[src/hdl/sem_pkg.sv]
// Shared types and constants for the Sobel edge magnitude unit.
// Used by the interfaces, the front end, the queue, the back end and the top level.
package sem_pkg;

  localparam int MAX_WIDTH_DEF  = 2048;
  localparam int MAX_HEIGHT_DEF = 2048;

  localparam int RST_WIDTH  = 640;
  localparam int RST_HEIGHT = 480;

  localparam int CFG_W     = 12;
  localparam int CFG_IDX_W = 1;

  localparam logic [CFG_IDX_W-1:0] CFG_IDX_WIDTH  = 1'd0;
  localparam logic [CFG_IDX_W-1:0] CFG_IDX_HEIGHT = 1'd1;

  localparam int CH_W = 8;

  typedef struct packed {
    logic [CH_W-1:0] red;
    logic [CH_W-1:0] green;
    logic [CH_W-1:0] blue;
  } pix_t;

  typedef struct packed {
    logic           last;
    pix_t [8:0]     px;
  } win_t;

endpackage

[src/hdl/sem_fifo.sv]
// Two-entry queue of masked windows between the front end and the back end.
// Uses sem_pkg for the window type.
module sem_fifo
  import sem_pkg::*;
(
  input  logic clk_i,
  input  logic rst_ni,
  input  logic push_i,
  input  win_t data_i,
  output logic full_o,
  input  logic pop_i,
  output win_t data_o,
  output logic empty_o
);

  win_t       buf_q [2];
  logic       wptr_q, rptr_q;
  logic [1:0] cnt_q;

  assign full_o  = cnt_q == 2'd2;
  assign empty_o = cnt_q == 2'd0;
  assign data_o  = buf_q[rptr_q];

  always_ff @(posedge clk_i) begin
    if (push_i) begin
      buf_q[wptr_q] <= data_i;
    end
  end

  always_ff @(posedge clk_i or negedge rst_ni) begin
    if (!rst_ni) begin
      wptr_q <= 1'b0;
      rptr_q <= 1'b0;
      cnt_q  <= 2'd0;
    end else begin
      if (push_i) begin
        wptr_q <= !wptr_q;
      end
      if (pop_i) begin
        rptr_q <= !rptr_q;
      end
      if (push_i && !pop_i) begin
        cnt_q <= cnt_q + 2'd1;
      end else if (pop_i && !push_i) begin
        cnt_q <= cnt_q - 2'd1;
      end
    end
  end

endmodule

[config.mk]
export PLATFORM = sky130hd
export DESIGN_NAME = sem_fifo
export DESIGN_NICKNAME = d
export VERILOG_FILES = /design/src/hdl/sem_pkg.sv /design/src/hdl/sem_fifo.sv
export SDC_FILE = /design/constraint.sdc
export NUM_CORES = 1
export LEC_CHECK = 0
export BUFFER_PORTS_ARGS = -buffer_cell sky130_fd_sc_hd__clkbuf_2
export CORE_ASPECT_RATIO = 1.5
export CORE_UTILIZATION = 39
export CTS_CLUSTER_SIZE = 40
export DETAILED_ROUTE_END_ITERATION = 6
export PLACE_DENSITY_LB_ADDON = 0.05
export SYNTH_ARGS = -nofsm -noshare
export SYNTH_HDL_FRONTEND = slang
export SYNTH_SLANG_ARGS = --single-unit
[constraint.sdc]
create_clock -name clk_i -period 12.11 [get_ports clk_i]
set_clock_uncertainty 0.15 [all_clocks]
set_input_delay 2.422 -clock clk_i [delete_from_list [all_inputs] [get_ports clk_i]]
set_output_delay 2.422 -clock clk_i [all_outputs]
set_load 0.005 [all_outputs]
==> results of run 1 <==
-- logic make-up after synthesis --
| family | after synthesis |
|---|---|
| xor gates and xnor gates | 5 |
| adders and majority gates | 1 |
| buffers and inverters | 25 |
| DFF | 438 |
| muxes | 217 |
| and+or+nand+nor | 5 |
-- layer usage --
metal	track usage [%]	part of all wire, %	vias to the layer above	wire (µm)
met4	6.91	3.0	10	1110
li1	-	-	3708	-
met3	6.89	9.5	67	3550
met1	18.6	36	3995	13300
met2	30.4	52	320	19500
met5	0	0.16	-	60
-- power breakdown --
part           switching [mW]  internal (mW)
sequential              0.112           2.01
combinational           0.628          0.663
clock                   0.533          0.694
total                    1.27           3.37
-- per-stage QoR --
stage | hold slack [ps] | cells
3_3_place_gp | 335 | 1674
5_1_grt | 360 | 1752
2_1_floorplan | 306 | 691
3_5_place_dp | 333 | 1674
4_1_cts | 348 | 1748
6_report | 343 | 1752
-- cell type report --
cell class / count / area [µm²] / share of cell area, %
antenna: 4 / 10.0 / 0.0493
clock buffer: 53 / 1110 / 5.49
clock inverter: 21 / 155 / 0.764
inverter: 1 / 3.75 / 0.0185
multi-input combinational: 228 / 2910 / 14.3
sequential: 438 / 13100 / 64.7
tap: 558 / 698 / 3.44
timing repair buffer: 449 / 2270 / 11.2
-- Yosys cell counts --
library cell	instances	area (µm²)
buf_8	10	150
mux2_2	117	1320
buf_2	10	50.1
edfxtp_1	434	13000
ha_1	1	12.5
buf_4	2	15.0
buf_6	2	22.5
nor2_1	2	7.51
and2_1	1	6.26
mux2_4	100	1500
inv_1	1	3.75
xor2_1	4	35.0
dfrtp_1	4	100
nor2b_1	2	12.5
xnor2_1	1	8.76
-- sequential cells by signal (all words and copies together) (netlist names) --
name	flops
buf_q	434
cnt_q	2
rptr_q	1
wptr_q	1
-- worst register-to-register path, cell delays in order (launching register included) --
cell	delay, ps
dfrtp_1	430
nor2b_4	850
buf_4	770
buf_4	700
-- worst paths after layout --
kind                                      start                       to  slack [ps]  cells after the start
min reg2reg                cnt_q[1]$_DFFE_PN0P_     cnt_q[1]$_DFFE_PN0P_         340                      1
min                        cnt_q[1]$_DFFE_PN0P_     cnt_q[1]$_DFFE_PN0P_         340                      1
min in group asynchronous                rst_ni       rptr_q$_DFFE_PN0P_        1540                      1
max reg2reg                  wptr_q$_DFFE_PN0P_  buf_q[0][119]$_DFFE_PP_        8820                      3
max in group asynchronous                rst_ni       rptr_q$_DFFE_PN0P_       10130                      1
max                          rptr_q$_DFFE_PN0P_               data_o[56]        5770                      4
==> summary.txt, run 1 <==
Status
  – Status: completed

Critical path
  – Worst setup EP type: output port
  – Worst setup path class: flip-flop to output port
  – Largest delay share family, worst path: buffers and inverters
  – CP Launch Type: flip-flop
  – Cell mode on critical path: buf_4
  – Worst path bufs/invs: 3
  – Worst endpoint required time: around 9500 ps
  – Critical Path AT: around 3800 ps
  – Worst-path cell chain: buf_4 -> buf_4 -> mux2_2 -> clkbuf_2
  – Crit-path max cell delay: approximately 920 ps
  – CP max FO: slightly below 60
  – Worst path slowest cell: dfrtp_4

Global routing
  – Largest net degree at the start of global routing: 61
  – Antenna violations before repair: 10
  – Vias in the first global route: around 8600
  – First-pass GRT wire length: ~53 mm
  – GRT overflow: 0
  – All-Layer GR Usage: 17.4%

STA
  – Final Setup Violations: 0
  – Worst Tran Pin Value: approximately 1100 ps
  – Fmax: ~160 MHz
  – Final TNS setup: 0 ps
  – Relative slew slack: 27.3%
  – Minimum clock period: around 6300 ps
  – Worst setup margin: just under 6000 ps
  – Period utilisation layout: a little over half
  – Final slew viol count: 0
  – Final hold violations: 0
  – Setup repair after global routing missed its margin: false

Cells and area
  – Final net count: ~1400
  – Share of cells above drive strength 1: between 60% and 70%
  – Most frequent cells in the layout: clkbuf_2 (439), edfxtp_1 (434), mux2_2 (117)
  – Layout fillers: between 3000 and 4000
  – Synth-to-layout area growth: 24.7%
  – Commonest non-fill, non-tap cell in the layout: clkbuf_2
  – Final Util: just under 50%
  – Fin area: just over 0.02 mm²

Logic synthesis
  – Mux cell area share after synthesis: approximately 17%
  – Synth Area in XOR/XNOR: less than 1%
  – Adder-Cell Fraction of Synth Area: 0.0769%
  – Synth Register Bits: 438
  – Compound-Gate Fraction of Synth Area: 0%
  – Syn Inst Count: 691
  – Main combinational cell family by area after synthesis: multiplexers
  – Syn avg cell area: 23.6 µm²
  – Synth Area in Simple Gates: 0.161%
  – Count of cell types in the netlist: 15
  – Yosys warns: 0
  – Mapped cell area: approximately 0.016 mm²
  – Post-synthesis sequential area ratio: around four fifths
  – Syn Nets: a little over 900

Worst hold path
  – Worst Hold Class: flip-flop to flip-flop

Clocking
  – Post-CTS setup repair buffer count: 0
  – H-tree Lvls: 2
  – Cts hold-fix bufs: 0
  – CTS Buf Count: 42
  – Post-CTS Resized: 0
  – Clk_lat worst skew: 530 ps
  – Clk slew on worst S/H paths: around 60 ps
  – TritonCTS clock tree: done
  – CTS sink cnt: approximately 440
  – Max clock buf depth: 3
  – Clock Tree Root: clkbuf_16

Die
  – Starting density of the core: 39.6%
  – Io pins: 440
  – Row cnt: 91
  – Die X: 169 µm
  – Die Area: about 0.043 mm²
  – Core area: slightly above 0.04 mm²
  – Die Ht: approximately 250 µm

Drt
  – Via count: slightly above 8000
  – Detail Route Antenna Nets: 0
  – Avg WL per Cell: 21.4 µm
  – Initial DRC Count: between 400 and 500
  – Via density: around 4.6
  – DR pass1 iterations: 4
  – DRC Markers: 0
  – Routed WL: approximately 38 mm

Power
  – Cell leakage power: between 7 and 8 nW
  – Total chip power: approximately 4.6 mW
  – P per Cell Area: around 230 mW/mm²
  – Peak supply drop: 0.000145 V

Placement
  – Input/output buffers: 439
  – Placed Area: 0.0190 mm²
  – Post-Place Worst Slack: roughly 6200 ps
  – Gpl congestion: 0.751
  – Detail Placement HPWL: between 20 and 30 mm

Flow run
  – Total of max-cap violations: 0
No activity file was read; power rests on OpenSTA's default activity.
==> run 2, diff against run 1 <==
clock period = 6.6 ns   (was 12.11 ns; I/O delays follow)
==> run 2 against run 1 <==
Total power increased by 85%. Critical path depth shrank 1. Sequential share of layout area fell by 0.25 points. Design area grew 0.38%. Worst setup slack worse by 3300 ps. First-iteration DRC count fell by 15%. Clock power up 89%. Worst hold slack improved by 7.1 ps. Count of clock-buffer cells in the layout increased by 8. Routed wire length is 7.7% lower. Flip-flop and latch count unchanged. Cell count rose by 0.17%. Critical path type unchanged. Largest power group unchanged. Highest routed layer unchanged.
==> summary.txt, run 2 (synthesis results as in run 1) <==
Status
  – Status: completed

Placement
  – Post-Place Worst Slack: about 3000 ps
  – Gpl congestion: approximately 0.75
  – Detail Placement HPWL: 22.9 mm
  – Placed Area: 0.0190 mm²
  – Input/output buffers: 439

Clocking
  – Cts hold-fix bufs: 0
  – H-tree Lvls: 2
  – Post-CTS setup repair buffer count: 0
  – Max clock buf depth: 3
  – Post-CTS Resized: 0
  – CTS Buf Count: 42
  – CTS sink cnt: roughly 440
  – TritonCTS clock tree: done
  – Clock Tree Root: clkbuf_16
  – Clk slew on worst S/H paths: about 60 ps
  – Clk_lat worst skew: 540 ps

Power
  – Cell leakage power: 7.97 nW
  – P per Cell Area: approximately 420 mW/mm²
  – Peak supply drop: approximately 0.00029 V

Critical path
  – RR Startpoint: wptr_q$_DFFE_PN0P_
  – CP Launch Type: flip-flop
  – Critical Path AT: 2640 ps
  – CP startpoint: rptr_q$_DFFE_PN0P_
  – CP max FO: 108
  – Worst setup path class: flip-flop to output port
  – Worst-path cell chain: buf_12 -> mux2_2 -> clkbuf_2
  – Worst path slowest cell: dfrtp_4
  – Worst endpoint required time: ~5000 ps
  – Worst setup EP type: output port
  – Crit-path max cell delay: ~770 ps

Cells and area
  – Final Util: around half
  – Reg with most FFs: buf_q
  – Final net count: about 1400
  – Synth-to-layout area growth: 25.2%
  – Layout fillers: about 3500
  – Max FFs per register: between 400 and 500
  – Most frequent cells in the layout: clkbuf_2 (439), edfxtp_1 (434), mux2_2 (117)
  – Fin area: roughly 0.020 mm²
  – Commonest non-fill, non-tap cell in the layout: clkbuf_2
  – Largest registers: buf_q (434), cnt_q (2)
  – Share of cells above drive strength 1: between 60% and 70%

Drt
  – Via count: ~8100
  – Via density: around 4.6
  – Routed WL: 34.6 mm
  – Avg WL per Cell: roughly 20 µm
  – DR pass1 iterations: 4
  – Initial DRC Count: 348
  – DRC Markers: 0
  – Detail Route Antenna Nets: 0

Die
  – Row cnt: 91
  – Die Ht: 252 µm
  – Starting density of the core: around two fifths
  – Die Area: 0.0426 mm²
  – Core area: slightly above 0.04 mm²
  – Io pins: 440
  – Die X: between 150 and 200 µm

STA
  – Period utilisation layout: 62.3%
  – Relative slew slack: a little under a fifth
  – Worst setup margin: roughly 2500 ps
  – Fmax: ~240 MHz
  – Final Setup Violations: 0
  – Final slew viol count: 0
  – Worst Tran Pin Value: about 1200 ps
  – Final hold violations: 0
  – Minimum clock period: ~4100 ps
  – Final TNS setup: 0 ps
  – Setup repair after global routing missed its margin: false

Global routing
  – GRT overflow: 0
  – Antenna violations before repair: 9
  – All-Layer GR Usage: between 15 and 20%
  – First-pass GRT wire length: 49.7 mm
  – Vias in the first global route: roughly 8500
  – Largest net degree at the start of global routing: roughly 180

Worst hold path
  – Hold_sp: cnt_q[1]$_DFFE_PN0P_
  – Worst Hold Class: flip-flop to flip-flop

Flow run
  – Total of max-cap violations: 0
-- run 2: cell count changes in the layout (fill, tap and decap cells not counted) --
| cell | before | now |
|---|---|---|
| buf_4 | 10 | 3 |
| clkbuf_1 | 10 | 14 |
| diode_2 | 4 | 8 |
| buf_12 | 0 | 3 |
| clkbuf_16 | 43 | 45 |
| clkbuf_8 | 0 | 2 |
| clkinv_1 | 8 | 6 |
| clkinv_4 | 1 | 0 |
| clkinvlp_4 | 1 | 0 |
| inv_6 | 1 | 0 |
-- run 2: final cells by class --
class | instances | area, µm² | area share [%]
sequential | 438 | 13100 | 64.5
multi-input combinational | 228 | 2910 | 14.3
timing repair buffer | 445 | 2280 | 11.2
clock buffer | 61 | 1210 | 5.92
tap | 558 | 698 | 3.43
clock inverter | 16 | 123 | 0.602
antenna | 8 | 20.0 | 0.0982
inverter | 1 | 3.75 | 0.0184
-- run 2: final timing paths --
kind / end / slack [ps] / cells past startpoint
hold reg to reg: cnt_q[1]$_DFFE_PN0P_ / 350 / 1
min in group asynchronous: wptr_q$_DFFE_PN0P_ / 430 / 1
setup reg to reg: buf_q[1][10]$_DFFE_PP_ / 4030 / 2
hold / removal: cnt_q[1]$_DFFE_PN0P_ / 350 / 1
max in group asynchronous: rptr_q$_DFFE_PN0P_ / 5710 / 1
setup / recovery: data_o[58] / 2490 / 3
-- run 2: critical path: cells and delay by family (launching register included) --
family | cells | cell delay [ps]
mux | 1 | 420
flops | 1 | 770
buf+inv | 2 | 700
-- run 2: stage by stage --
stage          instances  power [mW]  hold slack [ps]
2_1_floorplan        691        5.45              306
3_3_place_gp        1670        6.37              330
3_5_place_dp        1670        6.38              332
4_1_cts             1747        8.73              347
5_1_grt             1755        8.99              359
6_report            1755        8.58              350
-- run 2: routing by layer --
layer / wire length (µm) / GRT usage [%] / vias to the layer above
li1: - / - / 3704
met1: 12000 / 16.1 / 3948
met2: 17600 / 27.3 / 318
met3: 3450 / 6.67 / 78
met4: 1490 / 8.47 / 2
met5: 13 / 0 / -
-- run 2: power by group --
part / switching, mW / internal [mW]
registers: 0.162 / 3.70
clock network: 0.982 / 1.35
logic: 1.17 / 1.22
==> run 3, diff against run 2 <==
ABC_AREA = 1   (was unset)
clock period = 3.8 ns   (was 6.6 ns; I/O delays follow)
==> run 3 against run 2 <==
Worst setup slack worse by 1700 ps. Synthesized cell count up 1.3%. Flip-flop and latch count unchanged. Worst hold slack worse by 95 ps. Non-clock buffer count up 11. Total power up 76%. Design area up 1.2%. Register-to-register slack worse by 2300 ps. Routed wire length down 0.42%. Largest power group unchanged. Sequential share of layout area down 0.76 points. Critical path depth unchanged.
==> summary.txt, run 3 <==
Critical path
  – Critical Path AT: between 2000 and 2500 ps
  – Reg2Reg Setup Slack: ~1800 ps
  – R2R depth: 4
  – CP max FO: 57
  – Worst setup EP type: output port
  – CP Launch Type: flip-flop
  – Reg2Reg Capture Point: buf_q[1][71]$_DFFE_PP_
  – Worst setup path class: flip-flop to output port
  – Worst endpoint required time: slightly below 3000 ps
  – RR Startpoint: wptr_q$_DFFE_PN0P_

Global routing
  – First-pass GRT wire length: about 50 mm
  – Met3 Usage GRT: 6.09%
  – All-Layer GR Usage: around 16%
  – Vias in the first global route: approximately 8500
  – Antenna violations before repair: 6
  – Largest net degree at the start of global routing: 85
  – GRT overflow: 0
  – Met2 Resource Use GR: 28.6%
  – Met1 Usage GRT: between 15 and 20%
  – Gr busiest metal: met2

Die
  – Die Area: about 0.043 mm²
  – Io pins: 440
  – Die X: ~170 µm
  – Row cnt: between 90 and 100
  – Die Ht: roughly 250 µm
  – Core area: roughly 0.04 mm²
  – Starting density of the core: a little under 40%

Clocking
  – H-tree Lvls: 2
  – Clk_lat worst skew: around 530 ps
  – CTS sink cnt: 438
  – Clk slew on worst S/H paths: 70 ps
  – Post-CTS Resized: 0
  – Clock Tree Root: clkbuf_16
  – Max clock buf depth: 3
  – TritonCTS clock tree: done
  – CTS Buf Count: 42

Logic synthesis
  – Mapped cell area: between 0.015 and 0.02 mm²
  – Post-synth EDFFs: ~430
  – Synth top area share: approximately four fifths
  – Synth Register Bits: between 400 and 500
  – Post-synthesis sequential area ratio: 80.6%
  – Most area-consuming cells after synthesis: edfxtp_1 (80%), mux2_4 (9.2%), mux2_2 (8.1%)
  – Commonest cells post-synth: edfxtp_1 (434), mux2_2 (117), mux2_4 (100), buf_2 (10), buf_8 (10)
  – Yosys warns: 0
  – Syn Inst Count: 700
  – Area leader, netlist: edfxtp_1
  – Count of cell types in the netlist: 16
  – Syn Nets: around 920
  – Most frequent cell after synthesis: edfxtp_1
  – Most common flop cell mapped by yosys: edfxtp_1
  – Ys async rst share: 0.913%
  – Syn avg cell area: ~23 µm²

STA
  – Worst hold slack: about 250 ps
  – Final Setup Violations: 0
  – Final slew viol count: 0
  – Period utilisation layout: 79.9%
  – Relative slew slack: 64.2%
  – Final TNS setup: 0 ps
  – Fmax: roughly 330 MHz
  – Setup repair after global routing missed its margin: false
  – Final hold violations: 0
  – Worst Tran Pin Value: 536 ps
  – Minimum clock period: 3040 ps

Worst hold path
  – Worst Hold Class: input port to flip-flop
  – Hold_sp: data_i[174]
  – Hold endpoint: buf_q[1][174]$_DFFE_PP_
  – Hold-critical path depth: 1

Drt
  – Via count: ~8100
  – DRC Markers: 0
  – DR pass1 iterations: 4
  – Avg WL per Cell: 19.4 µm
  – Via density: around 4.6
  – Detail Route Antenna Nets: 0
  – Routed WL: 34.5 mm
  – Initial DRC Count: between 300 and 400

Power
  – Cell leakage power: 8.10 nW
  – P per Cell Area: between 700 and 800 mW/mm²
  – Internal power: between 10 and 15 mW
  – Peak supply drop: around 0.00043 V
  – Switch share: a little over a quarter
  – Combinational group share of total power: approximately 29%
  – Sw power: around 4.1 mW
  – Clk pwr share: ~28%
  – Seq pwr share: 44.0%

Flow run
  – Total of max-cap violations: 0

Status
  – Status: completed

Cells and area
  – Final net count: around 1400
  – Largest registers: buf_q (434), cnt_q (2)
  – Commonest non-fill, non-tap cell in the layout: clkbuf_2
  – Most frequent cells in the layout: clkbuf_2 (439), edfxtp_1 (434), mux2_2 (117)
  – Reg with most FFs: buf_q
  – Synth-to-layout area growth: 26.5%
  – Max FFs per register: roughly 430
  – Share of cells above drive strength 1: 61.2%

Placement
  – Gpl congestion: approximately 0.72
  – Detail Placement HPWL: about 23 mm
  – Input/output buffers: approximately 440
-- run 3: cell count changes in the layout (fill, tap and decap cells not counted), moves of 4 or more --
cell / before / now
clkbuf_1: 14 / 8
buf_12: 3 / 8
buf_4: 3 / 8
inv_1: 1 / 5
nand2_1: 0 / 4
-- run 3: timing repair --
item | 4_1_cts | 5_1_grt
hold buffers | 1 | 0
buffers inserted | 0 | 0
endpoints found under the hold margin | 4 | 0
-- run 3: per-layer routing --
metal  up-vias  share of wire, %
met1      4036                35
li1       3743                 -
met2       293                53
met5         -             0.078
met3        54               9.1
met4         4               2.8
-- run 3: final cells by class --
cell class	instances	area, µm²
diodes	5	12.5
clock buffers	56	1200
clock inverters	22	184
fillers	3555	20600
inverters	7	42.5
multi-input cells	231	2920
flip-flops and latches	438	13100
well taps	558	698
repair buffers	456	2430
-- run 3: worst max path at each step --
stage	from	endpoint	slack [ps]	cells after the start
finish	rptr_q$_DFFE_PN0P_	data_o[184]	760	3
global route	rptr_q$_DFFE_PN0P_	data_o[190]	650	3
CTS	rptr_q$_DFFE_PN0P_	data_o[184]	670	3
detailed placement	push_i	buf_q[1][10]$_DFFE_PP_	1160	5
global placement	push_i	buf_q[1][10]$_DFFE_PP_	1180	5
floorplan	push_i	buf_q[1][0]$_DFFE_PP_	-780	2
-- run 3: worst max-delay path: stages, from the launching register on --
cell and delay, ps:
dfrtp_4 610, buf_12 390, mux2_2 390, clkbuf_2 140
-- run 3: stage by stage --
stage	util (%)	power (mW)	setup WS [ps]	instance area (µm²)	instances
4_1_cts	50.0	15.4	672	20600	1768
6_report	50.0	15.1	765	20600	1773
2_1_floorplan	-	9.49	-780	16300	700
3_5_place_dp	46.6	11.2	1160	19200	1689
5_1_grt	50.0	15.8	655	20600	1771
3_3_place_gp	46.6	11.2	1180	19200	1689
-- run 3: cells by family (layout without fill, tap and decap cells) --
family	after synthesis	after routing	synth area share, %
XOR/XNOR	3	3	0.161
adder cells (fa/ha/maj)	1	1	0.0768
buffers and inverters	31	541	1.62
flip-flops	438	438	80.6
multiplexers	217	217	17.3
other	0	5	0
AND/OR/NAND/NOR	10	10	0.253
-- run 3: power by group through the flow --
stage	Combinational (mW)	Sequential [mW]	Clock (mW)
after floorplan	2.72	6.77	0
after global placement	4.46	6.71	0
after detailed placement	4.44	6.75	0
after CTS	4.45	6.65	4.28
after global routing	4.66	6.72	4.43
final	4.31	6.64	4.14
